[config.mk]
export PLATFORM = sky130hd
export DESIGN_NAME = tevq_cell
export DESIGN_NICKNAME = d
export VERILOG_FILES = /design/src/hdl/tevq_pkg.sv /design/src/hdl/tevq_cell.sv
export SDC_FILE = /design/constraint.sdc
export NUM_CORES = 1
export LEC_CHECK = 0
export ABC_AREA = 1
export BUFFER_PORTS_ARGS = -buffer_cell sky130_fd_sc_hd__buf_2
export CELL_PAD_IN_SITES_DETAIL_PLACEMENT = 1
export CELL_PAD_IN_SITES_GLOBAL_PLACEMENT = 1
export CORE_ASPECT_RATIO = 0.7
export CORE_MARGIN = 8
export CORE_UTILIZATION = 32
export DETAILED_ROUTE_END_ITERATION = 6
export PLACE_DENSITY = 0.85
export SLEW_MARGIN = 40
export SYNTH_ARGS = -nofsm -noshare
export SYNTH_HDL_FRONTEND = slang
export SYNTH_SLANG_ARGS = --single-unit
[constraint.sdc]
create_clock -name aclk -period 4.1 [get_ports aclk]
set_clock_uncertainty 0.15 [all_clocks]
set_input_delay 1.23 -clock aclk [delete_from_list [all_inputs] [get_ports aclk]]
set_output_delay 1.23 -clock aclk [all_outputs]
set_load 0.01 [all_outputs]
[src/hdl/tevq_pkg.sv]
// ----------------------------------------------------------------------------
// tevq_pkg - shared types for the timed event queue
// Queue sizing, request/result payloads, status codes and the cell controls.
// ----------------------------------------------------------------------------
package tevq_pkg;

    localparam int QUEUE_DEPTH  = 64;
    localparam int UNIT_ID_BITS = 8;
    localparam int TIME_BITS    = 63;

    typedef enum logic [1:0] {
        ST_OK       = 2'd0,
        ST_DUP      = 2'd1,
        ST_FULL     = 2'd2,
        ST_NOT_DUE  = 2'd3
    } status_t;

    typedef enum logic {
        REQ_SCHEDULE = 1'b0,
        REQ_POP      = 1'b1
    } req_type_t;

    // Broadcast command to every cell
    typedef enum logic [1:0] {
        CELL_HOLD = 2'd0,
        CELL_CMP  = 2'd1,
        CELL_INS  = 2'd2,
        CELL_POP  = 2'd3
    } cell_op_t;

    typedef struct packed {
        req_type_t              req_type;
        logic [UNIT_ID_BITS-1:0] unit_id;
        logic [TIME_BITS-1:0]    event_time;
    } req_t;

    typedef struct packed {
        logic [UNIT_ID_BITS-1:0] popped_unit;
        status_t                 status;
        logic [TIME_BITS-1:0]    head_time;
        logic                    queue_empty;
    } rsp_t;

    typedef struct packed {
        logic                    valid;
        logic [TIME_BITS-1:0]    etime;
        logic [UNIT_ID_BITS-1:0] unit;
    } entry_t;

    typedef struct packed {
        cell_op_t                op;
        logic [TIME_BITS-1:0]    etime;
        logic [UNIT_ID_BITS-1:0] unit;
    } cell_ctrl_t;

endpackage

[src/hdl/tevq_cell.sv]
// ----------------------------------------------------------------------------
// tevq_cell - one slot of the sorted event chain
// Holds one entry, compares it against the broadcast request and shifts
// towards either neighbour on insert or pop.
// ----------------------------------------------------------------------------
module tevq_cell (
    input  logic                 aclk,
    input  logic                 aresetn,
    input  tevq_pkg::cell_ctrl_t ctrl,
    input  tevq_pkg::entry_t     left_entry,
    input  logic                 left_place,
    input  tevq_pkg::entry_t     right_entry,
    output tevq_pkg::entry_t     entry,
    output logic                 place,
    output logic                 match
);

    tevq_pkg::entry_t entry_reg, entry_next;
    logic             place_reg, place_next;
    logic             match_reg, match_next;

    // place: this slot sits at or after the insertion point (free, or time >= t)
    always_comb begin
        place_next = place_reg;
        match_next = match_reg;
        if (ctrl.op == tevq_pkg::CELL_CMP) begin
            place_next = !entry_reg.valid || (entry_reg.etime >= ctrl.etime);
            match_next = entry_reg.valid && (entry_reg.etime == ctrl.etime)
                         && (entry_reg.unit == ctrl.unit);
        end
    end

    always_comb begin
        entry_next = entry_reg;
        unique case (ctrl.op)
            tevq_pkg::CELL_INS: begin
                if (left_place) begin
                    entry_next = left_entry;
                end else if (place_reg) begin
                    entry_next = '{valid: 1'b1, etime: ctrl.etime, unit: ctrl.unit};
                end
            end
            tevq_pkg::CELL_POP: begin
                entry_next = right_entry;
            end
            tevq_pkg::CELL_HOLD,
            tevq_pkg::CELL_CMP: begin
                entry_next = entry_reg;
            end
            default: begin
                entry_next = entry_reg;
            end
        endcase
    end

    // Only the valid bit needs a reset; payload is ignored while invalid
    always_ff @(posedge aclk) begin
        if (!aresetn) begin
            entry_reg.valid <= 1'b0;
        end else begin
            entry_reg.valid <= entry_next.valid;
        end
        entry_reg.etime <= entry_next.etime;
        entry_reg.unit  <= entry_next.unit;
        place_reg       <= place_next;
        match_reg       <= match_next;
    end

    assign entry = entry_reg;
    assign place = place_reg;
    assign match = match_reg;

endmodule

==> summary.txt, run 1 <==
Cells and area
  • Count of antenna diodes in the layout: 0
  • Flip-flop count of the largest register after layout: 72
  • Non-filler cells, final: 1265
  • Multi-input gate area in the final layout: 0.00301 mm^2
  • Proportion of layout cells with a drive suffix above 1: 0.321
  • Number of inserted filler cells in the final layout: 2240
  • Total number of nets in the final design: 1312
  • Synth-to-layout area growth: 35.1%
  • Sequential cell area in the final layout: 0.00221 mm^2

STA
  • Total Neg Setup Slack: 0 ns
  • Pins over their slew limit: 0
  • Clock period minus final worst setup slack: 2.60 ns
  • Worst hold-check slack: 0.424 ns
  • Final cycle utilization of the critical path: 0.633
  • PnR worst setup slack: 1.50 ns
  • RSZ-0062 raised after global routing: no
  • Fmax: 385 MHz
  • Worst slew margin relative to its limit: 0.632
  • Worst-margin pin slew: 0.551 ns
  • Number of hold-slack violations in the final timing report: 0
  • Final setup violating endpoints: 0

Global routing
  • Number of global-route vias before repair: 6737
  • Number of antenna violations at the first check in global routing: 2
  • Largest net degree at the start of global routing: 74
  • Total overflow reported by the global router: 0
  • Global-route wire length before repair: 35500 um
  • Total global routing track utilization: 0.199

Clocking
  • Post-CTS sizing: 0
  • Clock buffer depth: 2
  • TritonCTS Buffers: 9
  • CTS Hold Bufs: 0
  • Clock-pin slew of the registers on the worst-case setup and hold paths: 0.06 ns
  • H-Tree Depth: 3
  • TritonCTS clock tree: yes
  • # clock sinks: 74
  • Cell at the root of the clock tree: clkbuf_16
  • Insertion delay to the later sink of the worst-skew pair: 0.34 ns
  • Setup repair bufs after CTS: 0

Yosys
  • Top cell type's share of synthesized area: 0.385
  • Largest area contributor in the netlist: edfxtp_1
  • Post-synth EDFFs: 73
  • Fraction of registers with async set/reset: 0
  • Ranking of synthesized cells by instance count: nand2_1 (228), nor2_1 (101), inv_1 (91)
  • Net Count, Synth: 1030
  • Synthesized instance count: 747
  • Synthesized flop and latch total: 74
  • Most frequent cell after synthesis: nand2_1
  • Syn Std Cell Area: 0.00569 mm^2
  • Count of cell types in the netlist: 35
  • Synthesis Warnings: 0
  • Prevailing post-synth register cell: edfxtp_1
  • Average cell area after synthesis: 7.62 um^2
  • Sequential area share after synthesis: 0.389
  • Cell types with the largest area share after synthesis: edfxtp_1 (39%), nand2_1 (15%), ha_1 (14%)

Setup path
  • Most used cell along the critical path: buf_4
  • Cell-by-cell listing of the critical path: buf_2, buf_4, o31ai_1, inv_2, buf_4
  • Arrival time worst endpoint: 2.42 ns
  • Type of element launching the critical path: input pin
  • Highest cell delay on the worst timing path: 0.44 ns
  • Largest delay contributor family on the critical path: buffers and inverters
  • Worst setup path class: in2reg
  • Endpoint type of the worst setup path: flip-flop
  • Data required time of the worst path: 3.93 ns
  • Slowest cell on the critical path: buf_4
  • Peak fanout along the critical path: 38
  • Crit path buf inv count: 4

Place
  • Final HPWL DP: 19300 um
  • Count of buffers from port buffering: 293
  • Placed Instances: 1249
  • GP Congestion: 0.856
  • Setup Slack @ Placement: 1.15 ns

Pwr
  • Total power: 2.36 mW
  • Clock power frac: 0.335
  • Pwr/cell area: 307 mW/mm^2
  • Flop pwr share: 0.402
  • Logic pwr share: 0.263
  • Peak ir drop on the vdd network: 0.177 mV
  • P_sw: 719 uW
  • Switching share of total power: 0.304
  • Leak Pwr: 3.95 nW
  • Internal power contribution: 1.64 mW

Route
  • Final routed wirelength across all metal layers: 22900 um
  • DR DRC count: 0
  • Count of nets left with antenna violations after detail routing: 0
  • First-iteration detailed-routing DRC count: 373
  • Wire per inst: 18.1 um
  • Routed vias: 6227
  • Pre-antenna DRT Iters: 4
  • Routed vias/inst: 4.92

Die
  • Horizontal die dimension: 175 um
  • Ports: 294
  • Area of the placeable core: 0.0173 mm^2
  • Number of placement rows: 40
  • Die ar.: 0.0224 mm^2
  • Starting density of the core: 0.330
  • Die Ht: 128 um

Run
  • Max capacitance violation total: 0

Min path
  • Worst min-delay path category: reg2reg

Outcome
  • Outcome: finished, final reports clean
## power by group through the flow
stage | sequential (mW) | clock [mW] | combinational [mW]
4_1_cts | 0.950 | 0.816 | 0.630
3_3_place_gp | 0.962 | 0 | 0.604
6_report | 0.950 | 0.790 | 0.620
3_5_place_dp | 0.965 | 0 | 0.626
5_1_grt | 0.955 | 0.839 | 0.700
2_1_floorplan | 0.985 | 0 | 0.311
## logic make-up after synthesis
group | count (synthesis) | share of synthesized area
buffers and inverters | 125 | 0.0844
AND/OR/NAND/NOR | 377 | 0.274
AO/OA/AOI/OAI | 106 | 0.112
flip-flops | 74 | 0.389
XOR/XNOR | 2 | 0.00308
adder cells (fa/ha/maj) | 63 | 0.138
## per-stage QoR
step	utilization	cell area, um^2
after CTS	0.446	7690
after detailed placement	0.429	7400
after floorplan	-	5690
after global routing	0.446	7690
after global placement	0.429	7400
final	0.446	7690
## layer usage
metal	wire length (um)	GRT usage	vias to the layer above
li1	-	-	3083
met2	10600	0.330	236
met1	10100	0.241	2878
met4	340	0.0527	4
met3	1860	0.0697	26
met5	26	0	-
## cell usage in the layout, fill, tap and decap left out, types with 2 or more instances in the layout
| cell | n |
|---|---|
| a31oi_1 | 72 |
| buf_2 | 293 |
| nor3b_1 | 2 |
| buf_4 | 7 |
| clkbuf_16 | 9 |
| edfxtp_1 | 73 |
| clkinvlp_4 | 2 |
| o21ai_0 | 7 |
| a21oi_1 | 21 |
| inv_1 | 90 |
| inv_2 | 5 |
| ha_1 | 63 |
| nor2_2 | 2 |
| nand4_1 | 23 |
| clkinv_2 | 2 |
| clkbuf_1 | 2 |
| nand3_1 | 9 |
| nor2_1 | 101 |
| a21o_1 | 2 |
| nand2_1 | 227 |
| nand2_2 | 2 |
## worst paths after layout
check / from / to / slack, ns / cells after the start
worst max-delay path: left_place / entry[42]$_DFFE_PP_ / 1.50 / 5
worst min-delay path: entry[71]$_SDFFE_PN0P_ / place$_DFFE_PN_ / 0.42 / 1
worst max register to register: entry[60]$_DFFE_PP_ / place$_DFFE_PN_ / 2.09 / 8
worst min register to register: entry[71]$_SDFFE_PN0P_ / place$_DFFE_PN_ / 0.42 / 1
## cell type report
cell class / instances / area share
Inverter: 95 / 0.0464
Timing Repair Buffer: 301 / 0.200
Multi-Input combinational cell: 548 / 0.391
Clock buffer: 11 / 0.0303
Sequential cell: 74 / 0.288
Tap cell: 231 / 0.0376
Clock inverter: 5 / 0.00716
Note: power is estimated with default switching activity, not from simulation.
==> inputs of run 2 (changes only) <==
--- a/config.mk
+++ b/config.mk
@@ -5,15 +5,15 @@
 export SDC_FILE = /design/constraint.sdc
 export NUM_CORES = 1
 export LEC_CHECK = 0
-export ABC_AREA = 1
+export ABC_AREA = 0
 export BUFFER_PORTS_ARGS = -buffer_cell sky130_fd_sc_hd__buf_2
 export CELL_PAD_IN_SITES_DETAIL_PLACEMENT = 1
 export CELL_PAD_IN_SITES_GLOBAL_PLACEMENT = 1
 export CORE_ASPECT_RATIO = 0.7
 export CORE_MARGIN = 8
-export CORE_UTILIZATION = 32
+export CORE_UTILIZATION = 30
 export DETAILED_ROUTE_END_ITERATION = 6
-export PLACE_DENSITY = 0.85
+export PLACE_DENSITY = 0.82
 export SLEW_MARGIN = 40
 export SYNTH_ARGS = -nofsm -noshare
 export SYNTH_HDL_FRONTEND = slang
==> constraint.sdc (replaced) <==
create_clock -name aclk -period 2.15 [get_ports aclk]
set_clock_uncertainty 0.15 [all_clocks]
set_input_delay 0.645 -clock aclk [delete_from_list [all_inputs] [get_ports aclk]]
set_output_delay 0.645 -clock aclk [all_outputs]
set_load 0.01 [all_outputs]
==> summary.txt, run 2 <==
Min path
  • Worst min-delay path category: in2reg
  • Hold Path End: entry[71]$_SDFFE_PN0P_
  • Hold Startpoint: aresetn
  • Hold depth: 2

Route
  • Routed vias: 5403
  • Wire per inst: 19.1 um
  • Routed vias/inst: 4.81
  • First-iteration detailed-routing DRC count: 163
  • Count of nets left with antenna violations after detail routing: 0
  • Pre-antenna DRT Iters: 4
  • Final routed wirelength across all metal layers: 21400 um
  • DR DRC count: 0

Pwr
  • Switching share of total power: 0.285
  • Flop pwr share: 0.387
  • Peak ir drop on the vdd network: 0.325 mV
  • Pwr/cell area: 579 mW/mm^2
  • Total power: 4.68 mW
  • Leak Pwr: 3.99 nW
  • Internal power contribution: 3.35 mW
  • P_sw: 1.34 mW
  • Logic pwr share: 0.267
  • Clock power frac: 0.346

Place
  • GP Congestion: 0.812
  • Final HPWL DP: 18000 um
  • Count of buffers from port buffering: 293

Clocking
  • CTS Hold Bufs: 0
  • H-Tree Depth: 3
  • Clock-pin slew of the registers on the worst-case setup and hold paths: 0.06 ns
  • Clock buffer depth: 2
  • Cell at the root of the clock tree: clkbuf_16
  • # clock sinks: 74
  • TritonCTS Buffers: 9
  • Insertion delay to the later sink of the worst-skew pair: 0.34 ns
  • TritonCTS clock tree: yes

Setup path
  • Type of element launching the critical path: flip-flop
  • Data required time of the worst path: 2.07 ns
  • Endpoint type of the worst setup path: flip-flop
  • Register-to-register path setup slack: -0.08 ns
  • Worst setup path class: reg2reg
  • Worst r2r path cells: 7
  • Worst reg2reg endpoint: place$_DFFE_PN_
  • Peak fanout along the critical path: 2
  • Arrival time worst endpoint: 2.15 ns
  • FF-to-FF Start: entry[25]$_DFFE_PP_

Cells and area
  • Commonest cells after routing, fill and taps aside: buf_2 (290), nand2_1 (81), o21ai_0 (81), edfxtp_1 (73), mux2i_1 (72)
  • Flip-flop count of the largest register after layout: 72
  • Sequential cell area in the final layout: 0.00221 mm^2
  • Proportion of layout cells with a drive suffix above 1: 0.443
  • Most common cell after layout, fill and taps aside: buf_2
  • Count of antenna diodes in the layout: 0
  • Total number of nets in the final design: 1166
  • Util after Layout: 0.454
  • Number of inserted filler cells in the final layout: 2131
  • Multi-input gate area in the final layout: 0.00306 mm^2
  • Synth-to-layout area growth: 50.3%

Yosys
  • Cell types with the largest area share after synthesis: edfxtp_1 (41%), ha_1 (15%), mux2i_1 (13%)
  • Synthesized instance count: 553
  • Post-synth EDFFs: 73
  • Top cell type's share of synthesized area: 0.407
  • Most frequent cell after synthesis: o21ai_0
  • Synthesis Warnings: 0
  • Prevailing post-synth register cell: edfxtp_1
  • Sequential area share after synthesis: 0.411
  • Ranking of synthesized cells by instance count: o21ai_0 (83), nand2_1 (81), edfxtp_1 (73)
  • Syn Std Cell Area: 0.00538 mm^2
  • Count of cell types in the netlist: 32
  • Fraction of registers with async set/reset: 0
  • Synthesized flop and latch total: 74
  • Largest area contributor in the netlist: edfxtp_1
  • Average cell area after synthesis: 9.73 um^2
  • Net Count, Synth: 836

STA
  • Worst hold-check slack: 0.371 ns
  • Worst-margin pin slew: 0.812 ns
  • Clock period minus final worst setup slack: 2.23 ns
  • Final setup violating endpoints: 1
  • Fmax: 449 MHz
  • RSZ-0062 raised after global routing: yes
  • PnR worst setup slack: -0.0772 ns
  • Final cycle utilization of the critical path: 1.04
  • Worst slew margin relative to its limit: 0.453
  • Pins over their slew limit: 0
  • Total Neg Setup Slack: -0.0772 ns
  • Number of hold-slack violations in the final timing report: 0

Global routing
  • M2 GR Usage: 0.322
  • M3 GR Usage: 0.0650
  • Total overflow reported by the global router: 0
  • Number of antenna violations at the first check in global routing: 2
  • Number of global-route vias before repair: 6021
  • Largest net degree at the start of global routing: 45
  • Global-route wire length before repair: 32700 um
  • GRT met1 Usage: 0.214
  • Global routing's busiest layer: met2
  • Total global routing track utilization: 0.185

Die
  • Die Ht: 128 um
  • Starting density of the core: 0.302
  • Area of the placeable core: 0.0178 mm^2
  • Ports: 294
  • Die ar.: 0.0225 mm^2
  • Horizontal die dimension: 176 um
  • Number of placement rows: 41

Outcome
  • Violated checks: setup timing
  • Outcome: finished, violations left

Run
  • Max capacitance violation total: 0
-- run 2: cell types whose count changed in the layout (fill, tap and decap cells not counted), moves of 34 or more --
| cell | delta |
|---|---|
| buf_4 | +38 |
| nand2_1 | -146 |
| a31oi_1 | -72 |
| o21ai_0 | +74 |
| inv_1 | -34 |
| mux2i_1 | +72 |
| nor2_1 | -98 |
-- run 2: power groups by stage --
stage | Combinational, mW | Clock (mW) | Sequential (mW)
floorplan | 0.518 | 0 | 1.88
global placement | 1.16 | 0 | 1.83
detailed placement | 1.21 | 0 | 1.84
CTS | 1.25 | 1.68 | 1.81
global route | 1.39 | 1.71 | 1.83
finish | 1.25 | 1.62 | 1.81
-- run 2: worst max-delay path by stage --
stage	depth (start not counted)	slack (ns)	startpoint	to
2_1_floorplan	8	-0.04	ctrl[25]	place$_DFFE_PN_
3_3_place_gp	9	-0.52	ctrl[12]	place$_DFFE_PN_
3_5_place_dp	9	-0.53	ctrl[12]	place$_DFFE_PN_
4_1_cts	7	-0.15	entry[24]$_DFFE_PP_	place$_DFFE_PN_
5_1_grt	8	-0.14	entry[30]$_DFFE_PP_	place$_DFFE_PN_
6_report	7	-0.08	entry[25]$_DFFE_PP_	place$_DFFE_PN_
-- run 2: final cells by class --
type / count / area share
inverter: 65 / 0.0323
sequential: 74 / 0.274
timing repair buffer: 343 / 0.241
multi-input combinational: 390 / 0.378
clock inverter: 6 / 0.0102
clock buffer: 9 / 0.0279
tap: 236 / 0.0365
-- run 2: logic make-up (layout without fill, tap and decap cells) --
kind of cell,after synthesis,after routing,synth area share
AO/OA/AOI/OAI,124,124,0.125
XOR/XNOR,8,8,0.0130
adder cells (fa/ha/maj),63,63,0.147
buffers and inverters,89,423,0.0642
flip-flops,74,74,0.411
multiplexers,72,72,0.134
AND/OR/NAND/NOR,123,123,0.106
-- run 2: repair_timing --
action                     in CTS  in global routing
setup endpoints to repair       2                  2
gates resized for setup        11                  8
pin swaps                      14                  5
hold endpoints to repair        0                  0
setup buffers                   4                  2
-- run 2: per-layer routing --
| layer | routed length (um) | vias up |
|---|---|---|
| met5 | 18 | - |
| met4 | 255 | 4 |
| met3 | 1780 | 24 |
| met2 | 10400 | 192 |
| met1 | 8990 | 2536 |
| li1 | - | 2647 |
-- run 2: per-stage QoR --
step	setup slack (ns)	instances	cell area, um^2
after floorplan	-0.0420	553	5510
after global placement	-0.518	1102	7610
after detailed placement	-0.528	1102	7610
after CTS	-0.145	1121	8030
after global routing	-0.141	1123	8090
final	-0.0772	1123	8090
-- run 2: worst max-delay path: stages, from the launching register on --
cell and delay [ns]:
edfxtp_1 0.45, ha_4 0.24, and2_4 0.16, a221o_1 0.35, a21oi_2 0.13, o211ai_1 0.19
a211oi_2 0.20, o211ai_1 0.09
